<file path="config.mk">
export PLATFORM = sky130hd
export DESIGN_NAME = lru_tag_cache_directory
export DESIGN_NICKNAME = d
export VERILOG_FILES = /design/src/hdl/lrud_pkg.sv /design/src/hdl/lru_tag_cache_directory.sv /design/src/hdl/lrud_line_cell.sv /design/src/hdl/lrud_order_cell.sv
export SDC_FILE = /design/constraint.sdc
export NUM_CORES = 1
export LEC_CHECK = 0
export BUFFER_PORTS_ARGS = -buffer_cell sky130_fd_sc_hd__clkbuf_2
export CAP_MARGIN = 40
export CORE_MARGIN = 4
export CORE_UTILIZATION = 56
export CTS_CLUSTER_SIZE = 16
export DETAILED_ROUTE_END_ITERATION = 8
export PLACE_DENSITY_LB_ADDON = 0.2
export REMOVE_ABC_BUFFERS = 1
export SETUP_SLACK_MARGIN = 0.4
export SYNTH_ARGS = -nofsm -noshare
export SYNTH_HDL_FRONTEND = slang
export SYNTH_HIERARCHICAL = 1
export SYNTH_SLANG_ARGS = --single-unit
export TNS_END_PERCENT = 10
</file>
<file path="constraint.sdc">
create_clock -name clk -period 12.95 [get_ports clk]
set_input_delay 1.9425 -clock clk [delete_from_list [all_inputs] [get_ports clk]]
set_output_delay 1.9425 -clock clk [all_outputs]
set_load 0.05 [all_outputs]
</file>
<file path="src/hdl/lrud_pkg.sv">
`timescale 1ns / 1ps
`default_nettype none
// ----------------------------------------------------------------------------
// lrud_pkg
// Shared widths, command codes and the line write bundle of the LRU
// tag directory.
// ----------------------------------------------------------------------------
package lrud_pkg;

  localparam int KEY_W     = 64;
  localparam int LEN_W     = 17;
  localparam int IDX_OUT_W = 3;

  // request commands
  localparam logic CMD_LOOKUP = 1'b0;
  localparam logic CMD_SAVE   = 1'b1;

  // write bundle from the controller to one line cell
  typedef struct packed {
    logic             en;
    logic [KEY_W-1:0] key;
    logic [LEN_W-1:0] length;
  } line_wr_t;

endpackage
`default_nettype wire

</file>
<file path="src/hdl/lru_tag_cache_directory.sv">
`timescale 1ns / 1ps
`default_nettype none
// ----------------------------------------------------------------------------
// lru_tag_cache_directory
// Fully associative cache directory with exact LRU order.
// ----------------------------------------------------------------------------
// Each request has a compare step, the parallel key compare in the line
// cells, and an update step, where the recency list shifts along its chain
// of position cells, a save writes the tail line and the result is loaded
// into the output register. The update waits while that register holds a
// stalled result; a new request is taken as the update completes, never
// during a compare. A lookup takes the lowest-indexed matching line and
// moves it to the front; a save always replaces the least recently used
// line. Lengths above MAX_OBJECT are saturated. There is no clearing pass
// after reset; line valid marks reset to zero at once.
// ----------------------------------------------------------------------------
module lru_tag_cache_directory #(
  parameter int LINES      = 8,
  parameter int MAX_OBJECT = 102400
) (
  input  wire logic                                clk,
  input  wire logic                                rst,
  input  wire logic                                in_valid,
  output logic                                     in_stall,
  input  wire logic                                command,
  input  wire logic [lrud_pkg::KEY_W-1:0]          key,
  input  wire logic [lrud_pkg::LEN_W-1:0]          object_length,
  output logic                                     out_valid,
  input  wire logic                                out_stall,
  output logic                                     hit,
  output logic      [lrud_pkg::IDX_OUT_W-1:0]      line_index,
  output logic      [lrud_pkg::LEN_W-1:0]          stored_length
);

  localparam int IDX_W   = $clog2(LINES);
  localparam int SAT_W   = 21;
  localparam logic [SAT_W-1:0] MAX_LEN = SAT_W'(MAX_OBJECT);

  localparam logic [1:0] ST_IDLE = 2'd0;
  localparam logic [1:0] ST_CMP  = 2'd1;
  localparam logic [1:0] ST_UPD  = 2'd2;

  logic [1:0] state;
  logic [1:0] state_next;

  logic                       req_cmd;
  logic [lrud_pkg::KEY_W-1:0] req_key;
  logic [lrud_pkg::LEN_W-1:0] req_len;

  logic                       can_load;
  logic                       accept;
  logic                       upd_go;
  logic                       is_save;
  logic                       move_en;
  logic [SAT_W-1:0]           len_ext;
  logic [lrud_pkg::LEN_W-1:0] len_sat;

  logic [LINES-1:0]           line_match;
  logic [lrud_pkg::LEN_W-1:0] line_len [LINES];
  logic [LINES-1:0]           first_hit;
  logic                       any_hit;
  logic [IDX_W-1:0]           hit_idx;
  logic [lrud_pkg::LEN_W-1:0] hit_len;

  logic [IDX_W-1:0]           order_val [LINES];
  logic [LINES-1:0]           seen;
  logic [IDX_W-1:0]           victim;
  logic [IDX_W-1:0]           target;
  logic [IDX_W+2:0]           target_ext;

  // input and output handshake
  assign can_load = !out_valid || !out_stall;
  assign in_stall = !((state == ST_IDLE) || ((state == ST_UPD) && can_load));
  assign accept   = in_valid && !in_stall;
  assign upd_go   = (state == ST_UPD) && can_load;

  // request sequencing
  always_comb begin
    state_next = state;
    case (state)
      ST_IDLE: begin
        if (accept) state_next = ST_CMP;
      end
      ST_CMP: begin
        state_next = ST_UPD;
      end
      ST_UPD: begin
        if (can_load) state_next = accept ? ST_CMP : ST_IDLE;
      end
      default: begin
        state_next = ST_IDLE;
      end
    endcase
  end

  always_ff @(posedge clk) begin
    if (rst) begin
      state <= ST_IDLE;
    end else begin
      state <= state_next;
    end
  end

  // length saturation on the incoming transfer
  assign len_ext = {{(SAT_W-lrud_pkg::LEN_W){1'b0}}, object_length};
  assign len_sat = (len_ext > MAX_LEN) ? MAX_LEN[lrud_pkg::LEN_W-1:0] : object_length;

  // request registers
  always_ff @(posedge clk) begin
    if (accept) begin
      req_cmd <= command;
      req_key <= key;
      req_len <= len_sat;
    end
  end

  assign is_save = (req_cmd == lrud_pkg::CMD_SAVE);

  // line cells
  for (genvar i = 0; i < LINES; i++) begin : g_line
    lrud_pkg::line_wr_t wr;

    assign wr = {upd_go && is_save && (victim == IDX_W'(i)), req_key, req_len};

    lrud_line_cell u_line (
      .clk     (clk),
      .rst     (rst),
      .wr      (wr),
      .cmp_en  (state == ST_CMP),
      .cmp_key (req_key),
      .match   (line_match[i]),
      .length  (line_len[i])
    );
  end

  // lowest-indexed match
  assign first_hit = line_match & (~line_match + LINES'(1));
  assign any_hit   = |line_match;

  always_comb begin
    hit_idx = '0;
    hit_len = '0;
    for (int i = 0; i < LINES; i++) begin
      if (first_hit[i]) begin
        hit_idx = hit_idx | IDX_W'(i);
        hit_len = hit_len | line_len[i];
      end
    end
  end

  // line to move to the front of the recency list
  assign victim  = order_val[LINES-1];
  assign target  = is_save ? victim : hit_idx;
  assign move_en = upd_go && (is_save || any_hit);

  // recency chain, position 0 most recent
  for (genvar p = 0; p < LINES; p++) begin : g_order
    logic [IDX_W-1:0] prev_value;
    logic             seen_in;

    if (p == 0) begin : g_front
      assign prev_value = target;
    end else begin : g_body
      assign prev_value = order_val[p-1];
    end

    if (p == LINES-1) begin : g_tail
      assign seen_in = 1'b0;
    end else begin : g_inner
      assign seen_in = seen[p+1];
    end

    lrud_order_cell #(
      .IDX_W (IDX_W),
      .POS   (p)
    ) u_order (
      .clk        (clk),
      .rst        (rst),
      .move_en    (move_en),
      .target     (target),
      .prev_value (prev_value),
      .seen_in    (seen_in),
      .value      (order_val[p]),
      .seen_out   (seen[p])
    );
  end

  // result register
  assign target_ext = {3'b000, target};

  always_ff @(posedge clk) begin
    if (rst) begin
      out_valid <= 1'b0;
    end else if (upd_go) begin
      out_valid <= 1'b1;
    end else if (!out_stall) begin
      out_valid <= 1'b0;
    end
  end

  always_ff @(posedge clk) begin
    if (upd_go) begin
      hit           <= !is_save && any_hit;
      line_index    <= target_ext[lrud_pkg::IDX_OUT_W-1:0];
      stored_length <= is_save ? req_len : hit_len;
    end
  end

endmodule
`default_nettype wire

</file>
<file path="src/hdl/lrud_line_cell.sv">
`timescale 1ns / 1ps
`default_nettype none
// ----------------------------------------------------------------------------
// lrud_line_cell
// One directory line: holds key, length and valid mark, and compares its
// key against the pending request key.
// ----------------------------------------------------------------------------
module lrud_line_cell (
  input  wire logic                          clk,
  input  wire logic                          rst,
  input  wire lrud_pkg::line_wr_t            wr,
  input  wire logic                          cmp_en,
  input  wire logic [lrud_pkg::KEY_W-1:0]    cmp_key,
  output logic                               match,
  output logic      [lrud_pkg::LEN_W-1:0]    length
);

  logic [lrud_pkg::KEY_W-1:0] key;
  logic                       valid;

  // line contents
  always_ff @(posedge clk) begin
    if (wr.en) begin
      key    <= wr.key;
      length <= wr.length;
    end
  end

  // valid mark
  always_ff @(posedge clk) begin
    if (rst) begin
      valid <= 1'b0;
    end else if (wr.en) begin
      valid <= 1'b1;
    end
  end

  // registered tag compare
  always_ff @(posedge clk) begin
    if (rst) begin
      match <= 1'b0;
    end else if (cmp_en) begin
      match <= valid && (key == cmp_key);
    end
  end

endmodule
`default_nettype wire

</file>
<file path="src/hdl/lrud_order_cell.sv">
`timescale 1ns / 1ps
`default_nettype none
// ----------------------------------------------------------------------------
// lrud_order_cell
// One position of the recency list. Holds a line number; on a move it takes
// its front neighbor's value when the moved line sits here or further back.
// ----------------------------------------------------------------------------
module lrud_order_cell #(
  parameter int IDX_W = 3,
  parameter int POS   = 0
) (
  input  wire logic             clk,
  input  wire logic             rst,
  input  wire logic             move_en,
  input  wire logic [IDX_W-1:0] target,
  input  wire logic [IDX_W-1:0] prev_value,
  input  wire logic             seen_in,
  output logic      [IDX_W-1:0] value,
  output logic                  seen_out
);

  // target found here or behind this position
  assign seen_out = (value == target) || seen_in;

  // shift toward the tail
  always_ff @(posedge clk) begin
    if (rst) begin
      value <= IDX_W'(POS);
    end else if (move_en && seen_out) begin
      value <= prev_value;
    end
  end

endmodule
`default_nettype wire

</file>
**Yosys cells after proc, flatten, opt, wreduce, memory -nomap -nowiden**

Cells that the tools add are included.

- Bitwise logic cells: 9
- Reductions and logical operators: 47
- Muxes and demuxes: 23
- Eq/ne operators: 28
- Magnitude comparators: 1
- Add/sub/neg operators: 1

Operators by type and width:

| operator | number |
|---|---|
| $eq A64 B64 Y1 | 8 |
| $mux W17 | 9 |
| $or A17 B17 Y17 | 7 |
| $logic_and A1 B1 Y1 | 29 |
| $eq A3 B3 Y1 | 8 |
| $gt A17 B17 Y1 const B | 1 |
| $mux W3 | 5 |
| $eq A3 B3 Y1 const B | 4 |
| $logic_or A1 B1 Y1 | 10 |
| $add A8 B1 Y8 const B | 1 |
| $and A8 B8 Y8 | 1 |
| $mux W2 | 4 |
| $not A8 Y8 | 1 |
| $reduce_or A8 Y1 | 1 |
| $eq A3 B2 Y1 const B | 2 |
| $pmux W2 S3 | 1 |
| $logic_not A1 Y1 | 4 |
| $mux W1 | 4 |
| $ne A2 B2 Y1 const B | 2 |
| $eq A3 B1 Y1 const B | 1 |
| $logic_not A3 Y1 | 1 |
| $eq A2 B1 Y1 const B | 1 |
| $eq A2 B2 Y1 const B | 1 |
| $logic_not A2 Y1 | 1 |
| 2 further kinds | 2 |

- Logic and storage cells: 157
- Register bits: 794
- Bits of input ports: 86
- Output and inout bits: 23

**Logic depth before layout (Yosys ltp)**

- Depth after elaboration: 20
- Gate-level depth with buffers: 23
- Gate-level depth less buffers: 21

**By module**

Netlist, hierarchy kept.

Modules (own cells, without submodules):

| module | seq. area each (µm²) | cells each | area each (µm²) | instances |
|---|---|---|---|---|
| lrud_line_cell | 2472.4 | 185 | 3253.1 | 8 |
| lru_tag_cache_directory | 3153.0 | 342 | 4649.5 | 1 |
| lrud_order_cell (g_order[0].u_order) | 60.1 | 20 | 209.0 | 1 |
| lrud_order_cell (g_order[1].u_order) | 60.1 | 20 | 203.9 | 1 |
| lrud_order_cell (g_order[7].u_order) | 60.1 | 25 | 201.4 | 1 |
| lrud_order_cell (g_order[5].u_order) | 60.1 | 24 | 200.2 | 1 |
| lrud_order_cell (g_order[2].u_order) | 60.1 | 20 | 196.4 | 1 |
| lrud_order_cell (g_order[4].u_order) | 60.1 | 20 | 195.2 | 1 |
| lrud_order_cell (g_order[3].u_order) | 60.1 | 20 | 191.4 | 1 |
| lrud_order_cell (g_order[6].u_order) | 60.1 | 20 | 190.2 | 1 |

**Worst setup path after synthesis**

Ideal clock, no wire load.

- Path type: in2reg
- Start point: in out_stall
- End point: reg g_line[0].u_line/key[0] (netlist bit), enable pin
- Data required time: 12.328 ns
- Data arrival time: 9.059 ns
- Stages: 3
- Path slack: 3.269 ns
- Cell sequence: a21oi_1 > nand3b_1 > nor3_1

RTL lines:

| element | RTL line | RTL |
|---|---|---|
| start: declaration | lru_tag_cache_directory.sv:29 | `input wire logic out_stall,` |
| end signal: assignment | lrud_line_cell.sv:24 | `key <= wr.key;` |
| end: declaration | lrud_line_cell.sv:18 | `logic [lrud_pkg::KEY_W-1:0] key;` |

**Worst setup path in the final report**

- Start point: reg g_line[0].u_line.match
- End point: reg g_order[0].u_order.value[1]

- Elaborated cells between the ends (all ways): 30
- Classes of those cells: 1 x add/sub; 8 x eq/ne; 8 x mux; 2 x bitwise; 11 x reduce/logical

RTL lines:

| element | RTL line | RTL |
|---|---|---|
| start: declaration | lrud_line_cell.sv:14 | `output logic match,` |
| start signal: assignment | lrud_line_cell.sv:43 | `match <= valid && (key == cmp_key);` |
| $not A8 Y8 * | lru_tag_cache_directory.sv:137 | `assign first_hit = line_match & (~line_match + LINES'(1));` |
| $add A8 B1 Y8 * | lru_tag_cache_directory.sv:137 |  |
| $and A8 B8 Y8 * | lru_tag_cache_directory.sv:137 |  |
| $mux W2 (2 in a row) | lru_tag_cache_directory.sv:144 | `if (first_hit[i]) begin` |
| $mux W3 (3 in a row) | lru_tag_cache_directory.sv:144 |  |
| $mux W3 * | lru_tag_cache_directory.sv:144 |  |
| $mux W3 * | lru_tag_cache_directory.sv:153 | `assign target = is_save ? victim : hit_idx;` |
| via g_order[0].prev_value[1] | lru_tag_cache_directory.sv:158 | `logic [IDX_W-1:0] prev_value;` |
| (+2 left out) | n/a |  |
| via g_order[5].seen_in | lru_tag_cache_directory.sv:159 | `logic seen_in;` |
| (+1 left out) | n/a |  |
| via g_order[4].seen_in | lru_tag_cache_directory.sv:159 |  |
| (+1 left out) | n/a |  |
| via g_order[3].seen_in | lru_tag_cache_directory.sv:159 |  |
| $logic_or A1 B1 Y1 * | lrud_order_cell.sv:23 | `assign seen_out = (value == target) \|\| seen_in;` |
| via g_order[2].seen_in | lru_tag_cache_directory.sv:159 |  |
| $logic_or A1 B1 Y1 * | lrud_order_cell.sv:23 |  |
| via g_order[1].seen_in | lru_tag_cache_directory.sv:159 |  |
| $logic_or A1 B1 Y1 * | lrud_order_cell.sv:23 |  |
| via g_order[0].seen_in | lru_tag_cache_directory.sv:159 |  |
| $logic_or A1 B1 Y1 * | lrud_order_cell.sv:23 |  |
| $logic_and A1 B1 Y1 * | lrud_order_cell.sv:29 | `end else if (move_en && seen_out) begin` |
| end signal: assignment | lrud_order_cell.sv:28 | `value <= IDX_W'(POS);` |
| end signal: assignment | lrud_order_cell.sv:30 | `value <= prev_value;` |
| end: declaration | lrud_order_cell.sv:18 | `output logic [IDX_W-1:0] value,` |

Mark *: on every way through the listed nets, which the timed path passes. The rest lies on a longest branch.
A chain may end at the register's enable or synchronous reset.

==> results.py <==
metrics = {
    "setup_path": {
        "crit_chain": "or4_1 -> nor3_4 -> o21ai_0 -> a21oi_1 -> buf_4 -> xor2_1 -> o31ai_1 -> inv_1 -> o31ai_1 -> inv_1 -> o31ai_1 -> inv_1 -> o31ai_1 -> inv_1 -> o31ai_1 -> inv_1 -> o31ai_1 -> nand2_1 -> o41ai_4 -> mux2i_1",
        "worstPathArrival_ns": 5.25,
        "worstSetupStartpointType": "flip-flop",
        "cp_num_buf_inv": 6,
        "cpLargestDelayFamily": "simple AND/OR/NAND/NOR gates",
        "critical-path-slowest-cell": "or4_1",
        "path_class": "flip-flop to flip-flop",
        "critPathMaxFanout": 24,
        "crit_path_end_kind": "flip-flop",
        "required_ns": 13.47,
        "path_common_cell": "o31ai_1",
        "cpPeakStageDelay_ns": 0.76,
    },
    "die": {
        "ios": 109,
        "fp.dieH_um": 248.0,
        "row_count": 87,
        "coreArea_um2": 56710,
        "dieArea_um2": 61490,
        "initial_core_util_pct": 56.87,
        "die_x_um": 248.0,
    },
    "drt": {
        "finalWirelength_mm": 64.18,
        "wire_per_inst_um": 21.28,
        "drc": 0,
        "drt_iter0_drc": 1306,
        "ant_nets": 0,
        "num_vias": 17020,
        "via_per_inst": 5.645,
        "drt_pass1_iterations": 6,
    },
    "clock_network": {
        "cts.clk_slew.worst_paths_ns": 0.06,
        "clk_latency_ns": 0.60,
        "cts_hold_buf": 0,
        "ctsResizeCount": 0,
        "clk_path_buf_depth": 3,
        "cts_tree": "yes",
        "cts_htree_levels": 3,
        "cts.sinks": 794,
        "cts_buffers": 82,
        "postCtsSetupBuffers": 0,
        "clock-root-buffer": "clkbuf_16",
    },
    "sta": {
        "rsz0062_at_grt": "false",
        "tns_ns": 0,
        "worst_pin_slew_ns": 0.9449,
        "relSlewSlack_pct": 37.01,
        "report.final.hold_viol_count": 0,
        "fin_crit_sh_pct": 36.51,
        "drv_slew": 0,
        "setup_viol": 0,
        "fin_skew_ns": 0.01647,
        "clock.fmax_mhz": 211.5,
        "fin_ws_ns": 8.222,
        "min_period_ns": 4.728,
    },
    "power": {
        "p_leak_uw": 0.01198,
        "p_per_area_nw_per_um2": 146.0,
        "vdd_drop_max_uv": 177.6,
    },
    "global_route": {
        "grt_max_degree": 63,
        "antenna_found_initial": 0,
        "overflow": 0,
        "grt_pass1_vias": 16990,
        "track_usage_pct": 21.06,
        "grt_pass1_wl_mm": 99.01,
    },
    "flow_run": {
        "cap_violations": 0,
    },
    "placement": {
        "port_buffers": 108,
        "routabilityCongestion": 0.8212,
        "hpwl_mm": 39.69,
        "post-place-ws_ns": 7.995,
    },
    "final_layout": {
        "synthToLayoutAreaGrowth_pct": 14.09,
        "nets": 2282,
        "fin_util_pct": 64.88,
        "drive_above_1_share_pct": 13.14,
        "antenna_cells": 0,
    },
    "worst_hold_path": {
        "worstHoldPathType": "flip-flop to flip-flop",
    },
    "yosys": {
        "postSynthAreaPerCell_um2": 16.21,
        "yosysWarnings": 6,
        "syn_area_um2": 32250,
        "synth_cells": 1989,
    },
    "run_status": {
        "status": "completed",
    },
}
==> worst reg2reg max path, delay by kind of cell, from the launching register on <==
family / cells / cell delay, ns
muxes: 1 / 0.24
DFF: 1 / 0.61
AOI/OAI and AO/OA: 9 / 1.44
buffers and inverters: 6 / 0.71
xor gates and xnor gates: 1 / 0.16
and+or+nand+nor: 3 / 1.50
==> per-stage QoR <==
step                instances  cell area, µm²  total power (µW)  hold slack, ns
floorplan                1967           32160              3074          0.4329
global placement         2855           33900              3155          0.4516
detailed placement       2867           34170              3170          0.4595
CTS                      3015           36780              5427          0.4730
global route             3016           36800              5553          0.4976
finish                   3016           36800              5372          0.4731
==> power breakdown <==
part,switching [µW],internal (µW),leakage (µW)
Combinational,98.4,88.3,0.00354
Clock,929,1330,0.00128
Sequential,83.8,2840,0.00716
Total,1110,4260,0.0120
==> metal layers <==
layer / global-route usage, % / part of all wire [%] / vias to the layer above
li1: - / - / 7921
met1: 30.16 / 44 / 8541
met2: 33.91 / 48 / 451
met3: 3.479 / 5.6 / 111
met4: 6.006 / 2.3 / 0
met5: 0 / 0 / -
==> flip-flops by register name, summed over array words and instances, names as in the netlist <==
signal	cells
g_line.u_line/length	136
out_valid	1
g_line.u_line/valid	8
g_line.u_line/key	512
g_line.u_line/match	8
g_order.u_order/value	24
line_index	3
state	2
stored_length	17
req_len	17
req_key	64
is_save	1
hit	1
==> placed cells by master (no fill, tap or decap), drive strengths merged, types with 4 or more instances in the layout <==
cell and count:
a21oi 27, a221o 32, a22o 32, a22oi 16
a32oi 17, buf 37, bufinv 4, clkbuf 215
clkinv 38, conb 4, dfxtp 43, edfxtp 751
inv 92, mux2i 22, nand2 40, nand2b 78
nand3b 9, nand4 96, nor2 63, nor2b 19
nor3 13, nor4 53, o2111ai 25, o21ai 10
o22ai 17, o31ai 9, o41ai 8, or2b 4
xnor2 336, xor2 128
==> worst paths after layout <==
path / cells past startpoint / end / from / slack, ns
min reg2reg: 2 / g_line[7].u_line/valid$_SDFFE_PP0P_ / g_line[7].u_line/valid$_SDFFE_PP0P_ / 0.47
min: 2 / g_line[7].u_line/valid$_SDFFE_PP0P_ / g_line[7].u_line/valid$_SDFFE_PP0P_ / 0.47
max reg2reg: 20 / g_order[0].u_order/value[1]$_SDFFE_PP0P_ / g_line[0].u_line/match$_SDFFE_PP0P_ / 8.22
max: 20 / g_order[0].u_order/value[1]$_SDFFE_PP0P_ / g_line[0].u_line/match$_SDFFE_PP0P_ / 8.22
==> area by class of cell <==
cell class | count | area (µm²)
Sequential cell | 794 | 23410
Fill cell | 3927 | 19920
Multi-Input combinational cell | 1079 | 8468
Clock buffer | 107 | 2303
Timing Repair Buffer | 145 | 1007
Tap cell | 756 | 945.9
Inverter | 94 | 352.8
Clock inverter | 41 | 305.3
Note: power is estimated with default switching activity, not from simulation.
